$ cat src/rtl/core/hfr_pkg.sv
// Shared types and constants for the HART frame receiver.
// Used by hfr_framer, hfr_rsp_buf and hart_frame_receiver; depends on nothing.

package hfr_pkg;

   // Receive phases, in the order reported on rx_phase.
   typedef enum logic [3:0] {
      PH_HUNT       = 4'd0,
      PH_PREAMBLE   = 4'd1,
      PH_DELIM      = 4'd2,
      PH_LONG_ADDR  = 4'd3,
      PH_SHORT_ADDR = 4'd4,
      PH_COMMAND    = 4'd5,
      PH_COUNT      = 4'd6,
      PH_DATA       = 4'd7,
      PH_CHECK      = 4'd8
   } phase_type;

   // One result beat.
   typedef struct packed {
      logic       store_valid;
      logic [7:0] store_index;
      logic [7:0] store_byte;
      logic       frame_done;
      logic       frame_aborted;
      logic [4:0] comm_errors;
      logic [8:0] frame_length;
      logic [7:0] delimiter_byte;
      logic [7:0] first_address_byte;
      phase_type  rx_phase;
   } rsp_type;

   // Message buffer size in bytes; positions at or above it are not stored.
   localparam int BUFFER_BYTES = 256;

   localparam logic [7:0] PREAMBLE_BYTE  = 8'hFF;
   localparam logic [7:0] EXPANSION_MASK = 8'h60;

   // Frame types accepted in the low three delimiter bits.
   localparam logic [2:0] FTYPE_BACK = 3'd1;
   localparam logic [2:0] FTYPE_STX  = 3'd2;
   localparam logic [2:0] FTYPE_ACK  = 3'd6;

   // Position one past the address field for each address form.
   localparam logic [8:0] LONG_ADDR_END  = 9'd6;
   localparam logic [8:0] SHORT_ADDR_END = 9'd2;

   // Communication error flag masks.
   localparam logic [4:0] ERR_OVERFLOW = 5'b01000;
   localparam logic [4:0] ERR_CHECK    = 5'b10000;

   // Operation codes on the input tuser bit: received byte or release.
   localparam logic OP_BYTE    = 1'b0;
   localparam logic OP_RELEASE = 1'b1;

   // Configuration register index and reset value.
   localparam logic           REG_GAP_LIMIT   = 1'b0;
   localparam logic [15:0]    GAP_LIMIT_RESET = 16'd20;

endpackage

$ cat src/rtl/core/hfr_framer.sv
// Framing state machine and datapath of the HART frame receiver.
// Computes the result of one beat and updates the framing state when it is accepted.
// Depends on hfr_pkg.

module hfr_framer (
   input  logic             clock,
   input  logic             reset,
   input  logic             step_en,
   input  logic             op,
   input  logic [7:0]       rx_byte,
   input  logic [2:0]       uart_err,
   input  logic [15:0]      tick,
   input  logic [15:0]      gap_limit,
   output hfr_pkg::rsp_type result
);

   hfr_pkg::phase_type phase_ff, phase_in;
   logic [8:0]  write_index_ff, write_index_in;
   logic [8:0]  field_end_ff, field_end_in;
   logic [15:0] last_tick_ff, last_tick_in;
   logic [7:0]  check_ff, check_in;
   logic [4:0]  errors_ff, errors_in;
   logic [7:0]  delim_ff, delim_in;
   logic [7:0]  addr_ff, addr_in;
   logic        pending_ff, pending_in;

   logic [15:0] tick_dist;
   logic        gap_hit;
   logic        uerr_any;
   logic        is_ff;
   logic        delim_ok;
   logic [8:0]  index_next;
   logic        overflow;
   logic        byte_step;
   logic [7:0]  check_xor;

   logic        st_valid;
   logic [7:0]  st_index;
   logic        done;
   logic        abort;
   logic        go_hunt;

   assign tick_dist  = tick - last_tick_ff;
   assign gap_hit    = tick_dist > gap_limit;
   assign uerr_any   = |uart_err;
   assign is_ff      = rx_byte == hfr_pkg::PREAMBLE_BYTE;
   assign delim_ok   = ((rx_byte & hfr_pkg::EXPANSION_MASK) == 8'h00) &&
                       ((rx_byte[2:0] == hfr_pkg::FTYPE_BACK) ||
                        (rx_byte[2:0] == hfr_pkg::FTYPE_STX) ||
                        (rx_byte[2:0] == hfr_pkg::FTYPE_ACK));
   assign index_next = write_index_ff + 9'd1;
   assign overflow   = write_index_ff >= 9'(hfr_pkg::BUFFER_BYTES);
   assign byte_step  = (op == hfr_pkg::OP_BYTE) && !pending_ff;
   assign check_xor  = check_ff ^ rx_byte;

   // Next phase.
   always_comb begin
      phase_in = phase_ff;
      if (op == hfr_pkg::OP_RELEASE) begin
         phase_in = hfr_pkg::PH_HUNT;
      end else if (!pending_ff) begin
         case (phase_ff)
            hfr_pkg::PH_HUNT: begin
               if (!uerr_any && is_ff) phase_in = hfr_pkg::PH_PREAMBLE;
            end
            hfr_pkg::PH_PREAMBLE: begin
               if (!gap_hit && !uerr_any && is_ff) phase_in = hfr_pkg::PH_DELIM;
               else phase_in = hfr_pkg::PH_HUNT;
            end
            hfr_pkg::PH_DELIM: begin
               if (gap_hit || uerr_any) phase_in = hfr_pkg::PH_HUNT;
               else if (!is_ff) begin
                  if (!delim_ok) phase_in = hfr_pkg::PH_HUNT;
                  else if (rx_byte[7]) phase_in = hfr_pkg::PH_LONG_ADDR;
                  else phase_in = hfr_pkg::PH_SHORT_ADDR;
               end
            end
            hfr_pkg::PH_LONG_ADDR, hfr_pkg::PH_SHORT_ADDR: begin
               if (gap_hit || uerr_any) phase_in = hfr_pkg::PH_HUNT;
               else if (index_next == field_end_ff) phase_in = hfr_pkg::PH_COMMAND;
            end
            hfr_pkg::PH_COMMAND: begin
               if (gap_hit) phase_in = hfr_pkg::PH_HUNT;
               else phase_in = hfr_pkg::PH_COUNT;
            end
            hfr_pkg::PH_COUNT: begin
               if (gap_hit || uerr_any) phase_in = hfr_pkg::PH_HUNT;
               else if (rx_byte != 8'h00) phase_in = hfr_pkg::PH_DATA;
               else phase_in = hfr_pkg::PH_CHECK;
            end
            hfr_pkg::PH_DATA: begin
               if (gap_hit) phase_in = hfr_pkg::PH_HUNT;
               else if (index_next == field_end_ff) phase_in = hfr_pkg::PH_CHECK;
            end
            hfr_pkg::PH_CHECK: begin
               if (gap_hit) phase_in = hfr_pkg::PH_HUNT;
            end
            default: begin
               phase_in = hfr_pkg::PH_HUNT;
            end
         endcase
      end
   end

   // Datapath and beat outputs.
   always_comb begin
      write_index_in = write_index_ff;
      field_end_in   = field_end_ff;
      last_tick_in   = last_tick_ff;
      check_in       = check_ff;
      errors_in      = errors_ff;
      delim_in       = delim_ff;
      addr_in        = addr_ff;
      pending_in     = pending_ff;
      st_valid       = 1'b0;
      st_index       = write_index_ff[7:0];
      done           = 1'b0;
      abort          = 1'b0;
      go_hunt        = (op == hfr_pkg::OP_RELEASE);
      if (byte_step) begin
         // Every phase past hunt restarts the gap timer on each byte.
         if (phase_ff != hfr_pkg::PH_HUNT) last_tick_in = tick;
         case (phase_ff)
            hfr_pkg::PH_HUNT: begin
               if (!uerr_any && is_ff) last_tick_in = tick;
            end
            hfr_pkg::PH_PREAMBLE: begin
               if (gap_hit || uerr_any || !is_ff) abort = 1'b1;
            end
            hfr_pkg::PH_DELIM: begin
               if (gap_hit || uerr_any) begin
                  abort = 1'b1;
               end else if (!is_ff) begin
                  if (!delim_ok) begin
                     abort = 1'b1;
                  end else begin
                     errors_in      = 5'd0;
                     delim_in       = rx_byte;
                     addr_in        = 8'h00;
                     check_in       = rx_byte;
                     st_valid       = 1'b1;
                     st_index       = 8'd0;
                     write_index_in = 9'd1;
                     field_end_in   = rx_byte[7] ? hfr_pkg::LONG_ADDR_END
                                                 : hfr_pkg::SHORT_ADDR_END;
                  end
               end
            end
            hfr_pkg::PH_LONG_ADDR, hfr_pkg::PH_SHORT_ADDR: begin
               if (gap_hit || uerr_any) begin
                  abort = 1'b1;
               end else begin
                  if (write_index_ff == 9'd1) addr_in = rx_byte;
                  st_valid       = 1'b1;
                  check_in       = check_xor;
                  write_index_in = index_next;
               end
            end
            hfr_pkg::PH_COMMAND: begin
               if (gap_hit) begin
                  abort = 1'b1;
               end else begin
                  errors_in      = errors_ff | {2'b00, uart_err};
                  st_valid       = 1'b1;
                  check_in       = check_xor;
                  write_index_in = index_next;
               end
            end
            hfr_pkg::PH_COUNT: begin
               if (gap_hit || uerr_any) begin
                  abort = 1'b1;
               end else begin
                  st_valid       = 1'b1;
                  check_in       = check_xor;
                  write_index_in = index_next;
                  if (rx_byte != 8'h00) field_end_in = index_next + {1'b0, rx_byte};
               end
            end
            hfr_pkg::PH_DATA: begin
               if (gap_hit) begin
                  abort = 1'b1;
               end else begin
                  errors_in      = errors_ff | {2'b00, uart_err} |
                                   (overflow ? hfr_pkg::ERR_OVERFLOW : 5'd0);
                  st_valid       = !overflow;
                  check_in       = check_xor;
                  write_index_in = index_next;
               end
            end
            hfr_pkg::PH_CHECK: begin
               if (gap_hit) begin
                  abort = 1'b1;
               end else begin
                  errors_in  = errors_ff | {2'b00, uart_err} |
                               (overflow ? hfr_pkg::ERR_OVERFLOW : 5'd0) |
                               ((check_xor != 8'h00) ? hfr_pkg::ERR_CHECK : 5'd0);
                  st_valid   = !overflow;
                  check_in   = check_xor;
                  pending_in = 1'b1;
                  done       = 1'b1;
               end
            end
            default: begin
               go_hunt = 1'b1;
            end
         endcase
      end
      if (go_hunt || abort) begin
         errors_in  = 5'd0;
         delim_in   = 8'h00;
         addr_in    = 8'h00;
         pending_in = 1'b0;
      end
   end

   always_comb begin
      result.store_valid        = st_valid;
      result.store_index        = st_valid ? st_index : 8'd0;
      result.store_byte         = st_valid ? rx_byte : 8'd0;
      result.frame_done         = done;
      result.frame_aborted      = abort;
      result.comm_errors        = errors_in;
      result.frame_length       = !done ? 9'd0 :
                                  (overflow ? 9'(hfr_pkg::BUFFER_BYTES) : write_index_ff);
      result.delimiter_byte     = done ? delim_ff : 8'h00;
      result.first_address_byte = done ? addr_ff : 8'h00;
      result.rx_phase           = phase_in;
   end

   always_ff @(posedge clock) begin
      if (reset) begin
         phase_ff       <= hfr_pkg::PH_HUNT;
         write_index_ff <= 9'd0;
         field_end_ff   <= 9'd0;
         last_tick_ff   <= 16'd0;
         check_ff       <= 8'h00;
         errors_ff      <= 5'd0;
         delim_ff       <= 8'h00;
         addr_ff        <= 8'h00;
         pending_ff     <= 1'b0;
      end else if (step_en) begin
         phase_ff       <= phase_in;
         write_index_ff <= write_index_in;
         field_end_ff   <= field_end_in;
         last_tick_ff   <= last_tick_in;
         check_ff       <= check_in;
         errors_ff      <= errors_in;
         delim_ff       <= delim_in;
         addr_ff        <= addr_in;
         pending_ff     <= pending_in;
      end
   end

endmodule

$ cat src/rtl/core/hfr_rsp_buf.sv
// Two-entry result buffer: an output register plus a skid register.
// Keeps the input side accepting while one finished beat waits. Depends on hfr_pkg.

module hfr_rsp_buf (
   input  logic             clock,
   input  logic             reset,
   input  logic             in_valid,
   output logic             in_ready,
   input  hfr_pkg::rsp_type in_data,
   output logic             out_valid,
   input  logic             out_ready,
   output hfr_pkg::rsp_type out_data
);

   hfr_pkg::rsp_type head_ff, head_in;
   hfr_pkg::rsp_type skid_ff, skid_in;
   logic             head_valid_ff, head_valid_in;
   logic             skid_valid_ff, skid_valid_in;
   logic             push;
   logic             pop;

   assign in_ready  = !skid_valid_ff;
   assign out_valid = head_valid_ff;
   assign out_data  = head_ff;
   assign push      = in_valid && in_ready;
   assign pop       = head_valid_ff && out_ready;

   always_comb begin
      head_in       = head_ff;
      skid_in       = skid_ff;
      head_valid_in = head_valid_ff;
      skid_valid_in = skid_valid_ff;
      if (!head_valid_ff) begin
         if (push) begin
            head_in       = in_data;
            head_valid_in = 1'b1;
         end
      end else if (pop) begin
         if (skid_valid_ff) begin
            // No push is possible while the skid entry is full.
            head_in       = skid_ff;
            skid_valid_in = 1'b0;
         end else if (push) begin
            head_in = in_data;
         end else begin
            head_valid_in = 1'b0;
         end
      end else if (push) begin
         skid_in       = in_data;
         skid_valid_in = 1'b1;
      end
   end

   always_ff @(posedge clock) begin
      if (reset) begin
         head_valid_ff <= 1'b0;
         skid_valid_ff <= 1'b0;
      end else begin
         head_valid_ff <= head_valid_in;
         skid_valid_ff <= skid_valid_in;
      end
   end

   always_ff @(posedge clock) begin
      head_ff <= head_in;
      skid_ff <= skid_in;
   end

endmodule

$ cat src/rtl/core/hart_frame_receiver.sv
// HART link layer frame receiver, top level: one result beat per accepted input beat.
// A result beat is registered in the output buffer before it appears on rsp_tvalid.
// Throughput: one input beat per cycle while the output buffer is not full; the
// two-entry output buffer keeps req_tready high while one result beat waits.
// Reset (synchronous, active high) returns to hunting, clears all framing state and
// empties the output buffer; the gap limit register returns to 20.
// Depends on hfr_pkg, hfr_framer and hfr_rsp_buf.

module hart_frame_receiver (
   input  logic        clock,
   input  logic        reset,
   // Input stream.
   input  logic        req_tvalid,
   output logic        req_tready,
   // tdata: rx_byte[7:0], parity_error[8], overrun_error[9], framing_error[10],
   // tick[26:11], zero[31:27]
   input  logic [31:0] req_tdata,
   // tuser: op[0] (0 received byte, 1 release)
   input  logic        req_tuser,
   // Result stream.
   output logic        rsp_tvalid,
   input  logic        rsp_tready,
   // tdata: store_valid[0], store_index[8:1], store_byte[16:9], frame_done[17],
   // frame_aborted[18], comm_errors[23:19], frame_length[32:24],
   // delimiter_byte[40:33], first_address_byte[48:41], rx_phase[52:49], zero[55:53]
   output logic [55:0] rsp_tdata,
   // Configuration port.
   input  logic        csr_psel,
   input  logic        csr_penable,
   input  logic        csr_pwrite,
   input  logic [2:0]  csr_paddr,
   input  logic [31:0] csr_pwdata,
   output logic [31:0] csr_prdata,
   output logic        csr_pready
);

   logic [15:0]      gap_limit_ff;
   logic [15:0]      gap_limit_in;
   logic             csr_write;
   logic             req_beat;
   hfr_pkg::rsp_type step_result;
   hfr_pkg::rsp_type out_result;

   // The register file holds a single register; byte address bits [1:0] are ignored
   // and bit 2 selects the register index.
   assign csr_pready = 1'b1;
   assign csr_write  = csr_psel && csr_penable && csr_pwrite && csr_pready;
   assign csr_prdata = (csr_paddr[2] == hfr_pkg::REG_GAP_LIMIT) ? {16'h0000, gap_limit_ff}
                                                                : 32'h0000_0000;

   always_comb begin
      gap_limit_in = gap_limit_ff;
      if (csr_write && (csr_paddr[2] == hfr_pkg::REG_GAP_LIMIT)) begin
         gap_limit_in = csr_pwdata[15:0];
      end
   end

   always_ff @(posedge clock) begin
      if (reset) begin
         gap_limit_ff <= hfr_pkg::GAP_LIMIT_RESET;
      end else begin
         gap_limit_ff <= gap_limit_in;
      end
   end

   // The framer state advances exactly on accepted input beats.
   assign req_beat = req_tvalid && req_tready;

   hfr_framer u_framer (
      .clock     (clock),
      .reset     (reset),
      .step_en   (req_beat),
      .op        (req_tuser),
      .rx_byte   (req_tdata[7:0]),
      .uart_err  (req_tdata[10:8]),
      .tick      (req_tdata[26:11]),
      .gap_limit (gap_limit_ff),
      .result    (step_result)
   );

   // Every accepted beat yields exactly one result beat.
   hfr_rsp_buf u_rsp_buf (
      .clock     (clock),
      .reset     (reset),
      .in_valid  (req_tvalid),
      .in_ready  (req_tready),
      .in_data   (step_result),
      .out_valid (rsp_tvalid),
      .out_ready (rsp_tready),
      .out_data  (out_result)
   );

   assign rsp_tdata = {3'b000,
                       out_result.rx_phase,
                       out_result.first_address_byte,
                       out_result.delimiter_byte,
                       out_result.frame_length,
                       out_result.comm_errors,
                       out_result.frame_aborted,
                       out_result.frame_done,
                       out_result.store_byte,
                       out_result.store_index,
                       out_result.store_valid};

   // The buffer only refuses input when it already holds a beat for the output.
   assert property (@(posedge clock) disable iff (reset) !req_tready |-> rsp_tvalid)
      else $error("input stalled while no result beat is offered");

   // A release beat always leaves the framer hunting with clean error flags.
   assert property (@(posedge clock) disable iff (reset)
      (req_beat && (req_tuser == hfr_pkg::OP_RELEASE)) |->
      ((step_result.rx_phase == hfr_pkg::PH_HUNT) && (step_result.comm_errors == 5'd0)))
      else $error("release did not return the framer to hunting");

   // A completed frame and an abort never come from the same beat.
   assert property (@(posedge clock) disable iff (reset)
      req_beat |-> !(step_result.frame_done && step_result.frame_aborted))
      else $error("frame reported both done and aborted");

   // A configuration write lands in the gap limit register on the next cycle.
   assert property (@(posedge clock) disable iff (reset)
      (csr_write && (csr_paddr[2] == hfr_pkg::REG_GAP_LIMIT)) |=>
      (gap_limit_ff == $past(csr_pwdata[15:0])))
      else $error("gap limit write was lost");

endmodule
$ cat config.mk
export PLATFORM = sky130hd
export DESIGN_NAME = hart_frame_receiver
export DESIGN_NICKNAME = d
export VERILOG_FILES = /design/src/rtl/core/hfr_pkg.sv /design/src/rtl/core/hfr_framer.sv /design/src/rtl/core/hfr_rsp_buf.sv /design/src/rtl/core/hart_frame_receiver.sv
export SDC_FILE = /design/constraint.sdc
export NUM_CORES = 1
export LEC_CHECK = 0
export BUFFER_PORTS_ARGS = -buffer_cell sky130_fd_sc_hd__buf_2
export CAP_MARGIN = 0
export CELL_PAD_IN_SITES_DETAIL_PLACEMENT = 0
export CELL_PAD_IN_SITES_GLOBAL_PLACEMENT = 2
export CORE_UTILIZATION = 40
export DETAILED_ROUTE_END_ITERATION = 12
export PLACE_DENSITY_LB_ADDON = 0.1
export SETUP_SLACK_MARGIN = 0.3
export SLEW_MARGIN = 10
export SYNTH_ARGS = -nofsm -noshare
export SYNTH_HDL_FRONTEND = slang
export SYNTH_HIERARCHICAL = 1
export SYNTH_SLANG_ARGS = --single-unit
$ cat constraint.sdc
create_clock -name clock -period 12.71 [get_ports clock]
set_input_delay 2.542 -clock clock [delete_from_list [all_inputs] [get_ports clock]]
set_output_delay 2.542 -clock clock [all_outputs]
set_load 0.1 [all_outputs]
; After elaboration in Yosys (flattened, before gate mapping)
; Cells that the tools add are included.
[totals]
wordCells = 233
register_bits = 192
output_inout_bits = 91
[op_classes]
mux = 107
n_lt_le_gt_ge = 2
addsub = 3
n_reduce_logical = 51
n_eq_ne = 31
bitwise = 7
[op_table]
columns = operator, count
row1 = $mux W53, 4
row2 = $mux W8, 24
row3 = $mux W9, 12
row4 = $mux W16, 4
row5 = $mux W4, 14
row6 = $mux W5, 9
row7 = $pmux W4 S8, 1
row8 = $reduce_and A8 Y1, 4
row9 = $mux W1, 28
row10 = $pmux W9 S3, 1
row11 = $pmux W8 S3, 1
row12 = $ne A2 B2 Y1 const B, 10
row13 = $pmux W5 S4, 1
row14 = $pmux W9 S2, 1
row15 = $eq A4 B3 Y1 const B, 4
row16 = $gt A16 B16 Y1, 1
row17 = $pmux W8 S2, 1
row18 = $reduce_bool A8 Y1, 2
row19 = $sub A16 B16 Y16, 1
row20 = $reduce_bool A2 Y1, 6
row21 = $logic_and A1 B1 Y1, 10
row22 = $or A5 B5 Y5, 2
row23 = $add A9 B1 Y9 const B, 1
row24 = $add A9 B8 Y9, 1
row25 = 32 further kinds, 58

; Depth between registers and ports, before layout
; Gate-level depths: netlist of run 1.
[logic_depth]
depth_word = 15
ltp_mapped = 24
ltp_nobuf = 24

; Modules after synthesis
; The synthesis of run 1 kept the hierarchy.
[modules_own_cells]
columns = mod, cells_per_inst, area_per_inst_um2, n_inst
row1 = hfr_framer, 713, 5501.5, 1
row2 = hfr_rsp_buf, 360, 5298.8, 1
row3 = hart_frame_receiver, 110, 1006.0, 1

; Worst setup path before layout of run 1
; No wires, ideal clock.
[synth_path]
path_kind = input port to flip-flop
start = input req_tdata[11]
end = register u_rsp_buf.head_ff, in the netlist u_rsp_buf/out_data[31], data pin
setup_slack_ns = 5.772
required_ns = 12.440
stages = 24
path_buffers = 0
setup_ns = 0.270
t_arrival_ns = 6.667
cell_sequence = inv_1 > ha_1 > fa_1 > nor2b_1 > o21a_1 > o21a_1 > o41a_1 > nand4_1 > a31oi_1 > a21o_1 > a21oi_1 > xnor2_1 > ha_1 > nand4_1 > or2_1 > a211oi_1 > a211o_1 > a311oi_2 > o22a_2 > o21ai_4 > a41oi_1 > a22o_1 > a211oi_2 > a21oi_1
[synth_lines]
columns = item, line
row1 = start: declaration, hart_frame_receiver.sv:17  ; input logic [31:0] req_tdata,
row2 = end signal: assignment, hfr_rsp_buf.sv:65  ; head_ff <= head_in;
row3 = end: declaration, hfr_rsp_buf.sv:15  ; hfr_pkg::rsp_type head_ff, head_in;

==> impl_metrics.env, run 1 <==
export IMPL_synth_edf_count=106
export IMPL_firstDrtPassIters=5
export IMPL_numCtsBuffers=17
export IMPL_synth_cell_types=82
export IMPL_p_leak_nw=4.92
export IMPL_yosysSeqAreaShare_pct=41.5
export IMPL_syn_avg_cell_area_um2=9.98
export IMPL_post_cts_buffers=0
export IMPL_grt_max_degree=86
export IMPL_hold_ws_ns=0.454
export IMPL_areaGrowthSynthToFinish_pct=10.3
export IMPL_rows=62
export IMPL_tightest_slew_ns=1.13
export IMPL_ctsHoldBuffers=0
export IMPL_maxCapViolCount=0
export IMPL_max_freq_mhz=130
export IMPL_fillCellCount=2906
export IMPL_gp_congestion=0.827
export IMPL_clk_pin_slew_ns=0.07
export IMPL_wl_per_cell_um=18.3
export IMPL_yosys_most_used_dff="edfxtp_1"
export IMPL_regArea_mm2=0.00491
export IMPL_syn_cell_area_mm2=0.0118
export IMPL_port_buffers=122
export IMPL_hold_viol_final=0
export IMPL_arrival_ns=7.97
export IMPL_cp_end_kind="flop"
export IMPL_root_buffer="clkbuf_16"
export IMPL_syn_inst=1183
export IMPL_power_density_mw_per_mm2=131
export IMPL_final_cell_mix="buf_2 (121), a21oi_1 (108), edfxtp_1 (106), nor2_1 (91), dfxtp_1 (84)"
export IMPL_die_area_mm2=0.0302
export IMPL_cp_max_fo=20
export IMPL_fin_skew_ns=0.0135
export IMPL_grt_usage_pct=20.3
export IMPL_ant_nets=0
export IMPL_tritoncts="done"
export IMPL_ctsResizeCount=0
export IMPL_grt_pass1_wl_mm=48.0
export IMPL_num_io_pins=166
export IMPL_post_route_drc_count=0
export IMPL_rsz0062_at_grt="false"
export IMPL_vias=8713
export IMPL_grt_pass1_vias=8449
export IMPL_cts_sinks=192
export IMPL_hp_class="flop to flop"
export IMPL_drv_slew=0
export IMPL_cp_start_kind="primary input"
export IMPL_nets=1374
export IMPL_dieHeight_um=174
export IMPL_drtIter0Drc=461
export IMPL_ys_ff_latch=192
export IMPL_fin_setup_tns_ns=0
export IMPL_layout_commonest_cell="buf_2"
export IMPL_worst_ir_drop_vdd_v=0.0000769
export IMPL_dpl_hpwl_mm=20.2
export IMPL_drive_above_1_share_pct=19.5
export IMPL_multiInputGateArea_mm2=0.00617
export IMPL_antenna_found_initial=0
export IMPL_slew_headroom_pct=23.5
export IMPL_fin_crit_ns=7.67
export IMPL_status="finished, final reports clean"
export IMPL_cp_required_ns=13.01
export IMPL_grt_ovfl_total=0
export IMPL_worstSkewPairLatency_ns=0.45
export IMPL_n_antenna_cell=0
export IMPL_synth_top_area_share_pct=27.0
export IMPL_routed_via_density=5.27
export IMPL_synth_area_leaders="edfxtp_1 (27%), dfxtp_1 (15%), mux2i_1 (7.0%)"
export IMPL_synth_top_area_cell="edfxtp_1"
export IMPL_setup_worst_path_class="primary input to flop"
export IMPL_async_reset_ff_share_pct=0
export IMPL_fp_dieW_um=174
export IMPL_period_share_pct=60.4
export IMPL_routed_wl_mm=30.3
export IMPL_finalSetupViolations=0
export IMPL_htree_levels=4
export IMPL_yosysWarnings=6
export IMPL_clockBufferDepth=2
export IMPL_core_mm2=0.0289
export IMPL_start_util_pct=40.9
[logic make-up after synthesis]
logic type	synth area share, %
and+or+nand+nor	18.7
AOI/OAI and AO/OA	17.9
DFF	41.5
buffers and inverters	6.82
muxes	7.04
adders and majority gates	4.79
xor gates and xnor gates	3.12
other	0.0636
[power breakdown]
group | internal [mW] | switching (mW)
sequential | 0.692 | 0.0274
clock | 0.301 | 0.256
combinational | 0.0945 | 0.338
[final cells by class]
cell class	count	share of cell area [%]
flip-flops and latches	192	37.7
repair buffers	133	5.34
multi-input cells	866	47.4
clock buffers	20	3.43
clock inverters	12	1.13
inverters	45	1.30
well taps	384	3.69
[metrics by stage]
step / setup slack (ns) / power, mW / utilization, % / instance area, um^2 / cells
detailed placement: 4.45 / 1.17 / 43.1 / 12400 / 1620
floorplan: 5.77 / 1.10 / - / 11900 / 1201
CTS: 4.90 / 1.73 / 45.1 / 13000 / 1652
global route: 4.52 / 1.78 / 45.1 / 13000 / 1652
finish: 5.04 / 1.71 / 45.1 / 13000 / 1652
global placement: 4.49 / 1.17 / 43.1 / 12400 / 1620
[metal layers]
layer,part of all wire [%],vias to the layer above,global-route usage [%]
met5,0,-,0
met4,1.5,0,5.88
met3,2.4,28,2.72
met2,46,135,32.4
met1,50,4164,28.5
li1,-,4386,-
[worst max-delay path: stages]
cell       delay [ns]
buf_2            0.11
ha_1             0.27
nor2b_1          0.13
o31a_1           0.27
o41ai_1          0.52
o2111ai_1        0.20
o311a_1          0.19
nand4_1          0.11
nand4b_1         0.10
a21oi_1          0.19
xnor2_1          0.10
ha_1             0.33
nand4_1          0.15
or2_1            0.27
or3_1            0.50
nand2_1          0.24
and3_1           0.73
o21ai_0          0.37
a21oi_1          0.35
a211oi_2         0.11
a21oi_1          0.14
[Yosys cell counts (4+ instances only)]
| library cell | instances |
|---|---|
| a21o_1 | 6 |
| mux2i_1 | 83 |
| buf_2 | 15 |
| xnor2_1 | 30 |
| clkbuf_1 | 38 |
| a21oi_1 | 108 |
| ha_1 | 42 |
| or2_2 | 5 |
| and2_1 | 39 |
| a22o_1 | 15 |
| buf_12 | 5 |
| buf_6 | 9 |
| nand4_1 | 15 |
| o21ai_0 | 31 |
| buf_1 | 4 |
| inv_1 | 44 |
| a211oi_2 | 48 |
| or3_1 | 5 |
| xor2_1 | 12 |
| nor2b_1 | 76 |
| a31oi_1 | 12 |
| nand2b_1 | 35 |
| nand3b_1 | 5 |
| o21a_1 | 12 |
| and2b_2 | 6 |
| nand3_1 | 20 |
| edfxtp_1 | 106 |
| nand4b_1 | 9 |
| buf_4 | 27 |
| nor3_1 | 13 |
| a211oi_1 | 9 |
| dfxtp_1 | 86 |
| and3_1 | 10 |
| nor4_1 | 7 |
| nor2_1 | 92 |
| nand2_1 | 39 |
[path summary, 6_finish.rpt]
check	startpoint	end	slack (ns)	cells past startpoint
max reg2reg	u_framer/last_tick_ff[1]	u_rsp_buf/out_data[33]	6.81	21
max	req_tdata[12]	u_rsp_buf/out_data[33]	5.04	21
min	u_framer/delim_ff[5]	u_framer/delim_ff[5]	0.45	1
min reg2reg	u_framer/delim_ff[5]	u_framer/delim_ff[5]	0.45	1
[registers in the layout, indices dropped and copies added, names as in the netlist]
register and cells:
u_framer/pending_ff 1, u_framer/addr_ff 8, u_framer/phase_ff 4, u_framer/check_ff 8
gap_limit_ff 16, u_framer/errors_ff 5, u_framer/field_end_ff 9, u_rsp_buf/skid_valid_ff 1
u_framer/write_index_ff 9, u_framer/delim_ff 8, u_rsp_buf/out_data 53, u_framer/last_tick_ff 16
u_rsp_buf/skid_ff 53, u_rsp_buf/out_valid 1
Note: power is estimated with default switching activity, not from simulation.
==> inputs of run 2 (changes only) <==
- CORE_UTILIZATION: 40 -> 37
- clock period: 12.71 -> 7.7 ns (I/O delays scaled with it)
==> impl_metrics.env, run 2 (same netlist as run 1, synthesis figures left out) <==
export IMPL_status="finished, final reports clean"
export IMPL_rows=65
export IMPL_ctsResizeCount=0
export IMPL_core_mm2=0.0315
export IMPL_power_density_mw_per_mm2=217
export IMPL_cts_sinks=192
export IMPL_grt_ovfl_total=0
export IMPL_post_cts_buffers=0
export IMPL_ctsHoldBuffers=0
export IMPL_grt_usage_pct=18.9
export IMPL_max_stage_delay_ns=0.50
export IMPL_clockBufferDepth=2
export IMPL_routed_wl_mm=30.4
export IMPL_num_io_pins=166
export IMPL_tightest_slew_ns=1.15
export IMPL_grt_max_degree=86
export IMPL_fin_crit_ns=6.34
export IMPL_fin_skew_ns=0.00941
export IMPL_fin_setup_tns_ns=0
export IMPL_numCtsBuffers=17
export IMPL_r2r_start="u_framer/last_tick_ff[1]"
export IMPL_vias=8784
export IMPL_routed_via_density=5.24
export IMPL_dpl_hpwl_mm=20.7
export IMPL_hp_class="flop to flop"
export IMPL_arrival_ns=6.50
export IMPL_gp_congestion=0.822
export IMPL_post_route_drc_count=0
export IMPL_wl_per_cell_um=18.1
export IMPL_port_buffers=122
export IMPL_reg2reg_slack_ns=2.15
export IMPL_path_cells="buf_2, ha_1, nor2b_1, o31a_1, o41ai_1, o2111ai_1, o311a_1, nand4_1, nand4b_1, a21oi_1, xnor2_1, ha_1, nand4_1, or2_1, a211oi_1, a211o_1, a21oi_2, o22a_2, o21ai_4, a41oi_1, a22o_1, a211oi_2, a21oi_1"
export IMPL_clk_pin_slew_ns=0.07
export IMPL_critical_path_depth=23
export IMPL_max_freq_mhz=158
export IMPL_cp_end_kind="flop"
export IMPL_drtIter0Drc=515
export IMPL_ant_nets=0
export IMPL_drive_above_1_share_pct=19.8
export IMPL_antenna_found_initial=0
export IMPL_finalSetupViolations=0
export IMPL_min_from="u_framer/delim_ff[6]"
export IMPL_root_buffer="clkbuf_16"
export IMPL_start_util_pct=37.5
export IMPL_slew_headroom_pct=23.0
export IMPL_reg2regPathDepth=23
export IMPL_tritoncts="done"
export IMPL_period_share_pct=82.3
export IMPL_worst_ir_drop_vdd_v=0.000139
export IMPL_areaGrowthSynthToFinish_pct=10.9
export IMPL_setup_worst_path_class="primary input to flop"
export IMPL_layout_commonest_cell="buf_2"
export IMPL_cp_max_fo=8
export IMPL_nets=1379
export IMPL_p_leak_nw=4.95
export IMPL_grt_pass1_vias=8353
export IMPL_final_cell_mix="buf_2 (121), a21oi_1 (108), edfxtp_1 (106), nor2_1 (91), dfxtp_1 (84)"
export IMPL_path_delay_family="compound AO/OA/AOI/OAI gates"
export IMPL_rsz0062_at_grt="false"
export IMPL_n_antenna_cell=0
export IMPL_die_area_mm2=0.0326
export IMPL_drv_slew=0
export IMPL_fp_dieW_um=181
export IMPL_cp_required_ns=7.86
export IMPL_firstDrtPassIters=5
export IMPL_htree_levels=4
export IMPL_hold_viol_final=0
export IMPL_crit_slowest_cell="o41ai_1"
export IMPL_min_path_cells=1
export IMPL_grt_pass1_wl_mm=48.0
export IMPL_reg2reg_to="u_rsp_buf/out_data[31]"
export IMPL_cp_start_kind="primary input"
export IMPL_power_total_mw=2.84
export IMPL_maxCapViolCount=0
export IMPL_dieHeight_um=181
export IMPL_whs_endpoint="u_framer/delim_ff[6]"
export IMPL_worstSkewPairLatency_ns=0.45
export IMPL_crit_buf_inv=1
==> run 2: area by class of cell <==
class	instances	area (um^2)
fillers	3142	18400
repair buffers	138	733
clock inverters	13	175
flip-flops and latches	192	4910
well taps	402	503
clock buffers	19	433
multi-input cells	866	6170
inverters	45	169
==> run 2: worst max-delay path by stage <==
stage	from	end	slack, ns
floorplan	req_tdata[11]	u_rsp_buf/out_data[31]	1.76
global placement	req_tdata[12]	u_rsp_buf/out_data[30]	0.92
detailed placement	req_tdata[12]	u_rsp_buf/out_data[29]	0.90
CTS	req_tdata[12]	u_rsp_buf/out_data[31]	1.38
global route	req_tdata[12]	u_rsp_buf/out_data[31]	0.98
finish	req_tdata[12]	u_rsp_buf/out_data[31]	1.36
==> run 2: layer usage <==
layer  track usage (%)  routed length [um]  share of wire [%]
met2              30.7               14300                 47
met5                 0                   0                  0
met3              3.15                 859                2.8
met4              5.47                 417                1.4
met1              25.6               14800                 49
==> run 2: power by group <==
group / switching [mW] / internal [mW]
registers: 0.0401 / 1.14
logic: 0.560 / 0.156
clock network: 0.424 / 0.519
==> run 2: per-stage QoR <==
stage / instances / util, % / hold WS (ns) / cell area [um^2] / setup WS (ns)
3_3_place_gp: 1643 / 39.7 / 0.434 / 12500 / 0.918
2_1_floorplan: 1201 / - / 0.421 / 11900 / 1.76
4_1_cts: 1675 / 41.6 / 0.459 / 13100 / 1.38
6_report: 1675 / 41.6 / 0.452 / 13100 / 1.36
3_5_place_dp: 1643 / 39.7 / 0.438 / 12500 / 0.900
5_1_grt: 1675 / 41.6 / 0.467 / 13100 / 0.979
==> inputs of run 3 (changes only) <==
- CORE_UTILIZATION: 37 -> 33
- clock period: 7.7 -> 5.3 ns (I/O delays scaled with it)
==> impl_metrics.env, run 3 (same netlist as run 1, synthesis figures left out) <==
export IMPL_port_buffers=122
export IMPL_htree_levels=4
export IMPL_num_io_pins=166
export IMPL_core_mm2=0.0349
export IMPL_ctsHoldBuffers=0
export IMPL_reg2reg_to="u_rsp_buf/out_data[49]"
export IMPL_final_cell_mix="buf_2 (120), edfxtp_1 (106), a21oi_1 (101), nor2_1 (90), dfxtp_1 (84)"
export IMPL_fillCellCount=3490
export IMPL_areaGrowthSynthToFinish_pct=20.5
export IMPL_drive_above_1_share_pct=28.9
export IMPL_p_leak_nw=5.37
export IMPL_ant_nets=0
export IMPL_firstDrtPassIters=4
export IMPL_maxCapViolCount=0
export IMPL_die_area_mm2=0.0365
export IMPL_nets=1447
export IMPL_preCtsSetupSlack_ns=-0.619
export IMPL_root_buffer="clkbuf_16"
export IMPL_routed_via_density=5.01
export IMPL_setup_worst_path_class="primary input to flop"
export IMPL_fin_crit_ns=5.17
export IMPL_arrival_ns=5.32
export IMPL_clk_pin_slew_ns=0.07
export IMPL_post_route_drc_count=0
export IMPL_wl_per_cell_um=18.2
export IMPL_clockBufferDepth=2
export IMPL_antenna_found_initial=1
export IMPL_worstSkewPairLatency_ns=0.45
export IMPL_numCtsBuffers=17
export IMPL_tritoncts="done"
export IMPL_start_util_pct=33.8
export IMPL_min_from="u_framer/delim_ff[0]"
export IMPL_dpl_hpwl_mm=21.9
export IMPL_cts_sinks=192
export IMPL_r2r_start="u_framer/last_tick_ff[1]"
export IMPL_power_density_mw_per_mm2=295
export IMPL_max_freq_mhz=193
export IMPL_cp_end_kind="flop"
export IMPL_finalSetupViolations=0
export IMPL_reg2regPathDepth=25
export IMPL_tightest_slew_ns=1.08
export IMPL_dieHeight_um=191
export IMPL_grt_usage_pct=18.0
export IMPL_hp_class="flop to flop"
export IMPL_rsz0062_at_grt="true"
export IMPL_min_path_cells=1
export IMPL_fp_dieW_um=191
export IMPL_hold_viol_final=0
export IMPL_slew_headroom_pct=27.8
export IMPL_grt_pass1_wl_mm=50.9
export IMPL_vias=8999
export IMPL_fin_setup_tns_ns=0
export IMPL_status="finished, final reports clean"
export IMPL_worst_ir_drop_vdd_v=0.000231
export IMPL_grt_pass1_vias=8738
export IMPL_period_share_pct=97.6
export IMPL_placed_area_mm2=0.0131
export IMPL_layout_commonest_cell="buf_2"
export IMPL_n_antenna_cell=0
export IMPL_cp_required_ns=5.45
export IMPL_fin_skew_ns=0.00964
export IMPL_power_total_mw=4.19
export IMPL_cp_max_fo=4
export IMPL_grt_max_degree=79
export IMPL_gp_congestion=0.783
export IMPL_drtIter0Drc=428
export IMPL_routed_wl_mm=32.6
export IMPL_cp_start_kind="primary input"
export IMPL_worst_slack_ns=0.128
export IMPL_reg2reg_slack_ns=0.44
export IMPL_grt_ovfl_total=0
export IMPL_rows=68
export IMPL_final_area_mm2=0.0142
export IMPL_drv_slew=0
export IMPL_whs_endpoint="u_framer/delim_ff[0]"
[run 3: cell count changes in the layout (fill, tap and decap cells not counted), sizes merged]
cell / previous run / this run
clkinvlp: 3 / 0
clkbuf: 19 / 23
clkinv: 3 / 6
buf: 138 / 204
inv: 49 / 47
[run 3: worst max-delay path, stage by stage]
cell and delay (ns):
buf_8 0.11, inv_12 0.05, ha_4 0.12, fa_2 0.19, nor2b_1 0.05, o21a_1 0.17, o21a_1 0.18, o41a_1 0.33
nand4_1 0.14, a31oi_1 0.10, buf_4 0.15, a21o_1 0.18, a21oi_2 0.16, xnor2_1 0.08, ha_1 0.29, nand4_1 0.10
or2_1 0.25, a211oi_2 0.20, a211o_1 0.21, a311oi_2 0.12, o22a_2 0.25, o21ai_4 0.21, a41oi_4 0.07, a22o_1 0.29
a211oi_2 0.18, a21oi_1 0.06
[run 3: cell type report]
class	instances	area, um^2	share of cell area, %
sequential	192	4910	34.5
clock inverter	11	155	1.09
inverter	45	181	1.28
clock buffer	21	440	3.10
timing repair buffer	206	1360	9.58
multi-input combinational	866	6600	46.4
tap	455	569	4.00
[run 3: what timing repair did]
action / CTS / global route
gates cloned: 0 / 3
gates resized for setup: 28 / 68
buffers inserted: 9 / 3
endpoints found under the setup margin: 137 / 153
pin swaps: 25 / 40
[run 3: how the worst max path moves through the flow]
stage,from,end,slack [ns],depth (start not counted)
floorplan,req_tdata[11],u_rsp_buf/out_data[31],0.03,24
global placement,req_tdata[11],u_rsp_buf/out_data[0],-0.62,24
detailed placement,req_tdata[11],u_rsp_buf/out_data[1],-0.62,26
CTS,req_tdata[11],u_rsp_buf/out_data[31],0.06,26
global route,req_tdata[11],u_rsp_buf/out_data[2],-0.15,29
finish,req_tdata[11],u_rsp_buf/out_data[31],0.13,26
[run 3: routing by layer]
layer / wire, um / vias to the layer above / part of all wire [%] / GRT usage (%)
met3: 1300 / 19 / 4.0 / 3.16
met2: 14600 / 176 / 45 / 27.4
met4: 348 / 2 / 1.1 / 4.49
met1: 16400 / 4273 / 50 / 25.9
met5: 13 / - / 0.040 / 0
li1: - / 4529 / - / -
[run 3: per-stage QoR]
| step | std cells | hold slack [ns] | utilization, % |
|---|---|---|---|
| 2_1_floorplan | 1201 | 0.421 | - |
| 3_3_place_gp | 1749 | 0.435 | 37.5 |
| 3_5_place_dp | 1749 | 0.445 | 37.5 |
| 4_1_cts | 1790 | 0.463 | 39.8 |
| 5_1_grt | 1796 | 0.490 | 40.8 |
| 6_report | 1796 | 0.475 | 40.8 |
[run 3: power breakdown]
group          leakage [nW]  switching, mW  internal (mW)
registers              1.74         0.0698           1.66
logic                  3.34          0.838          0.270
clock network         0.292          0.605          0.751
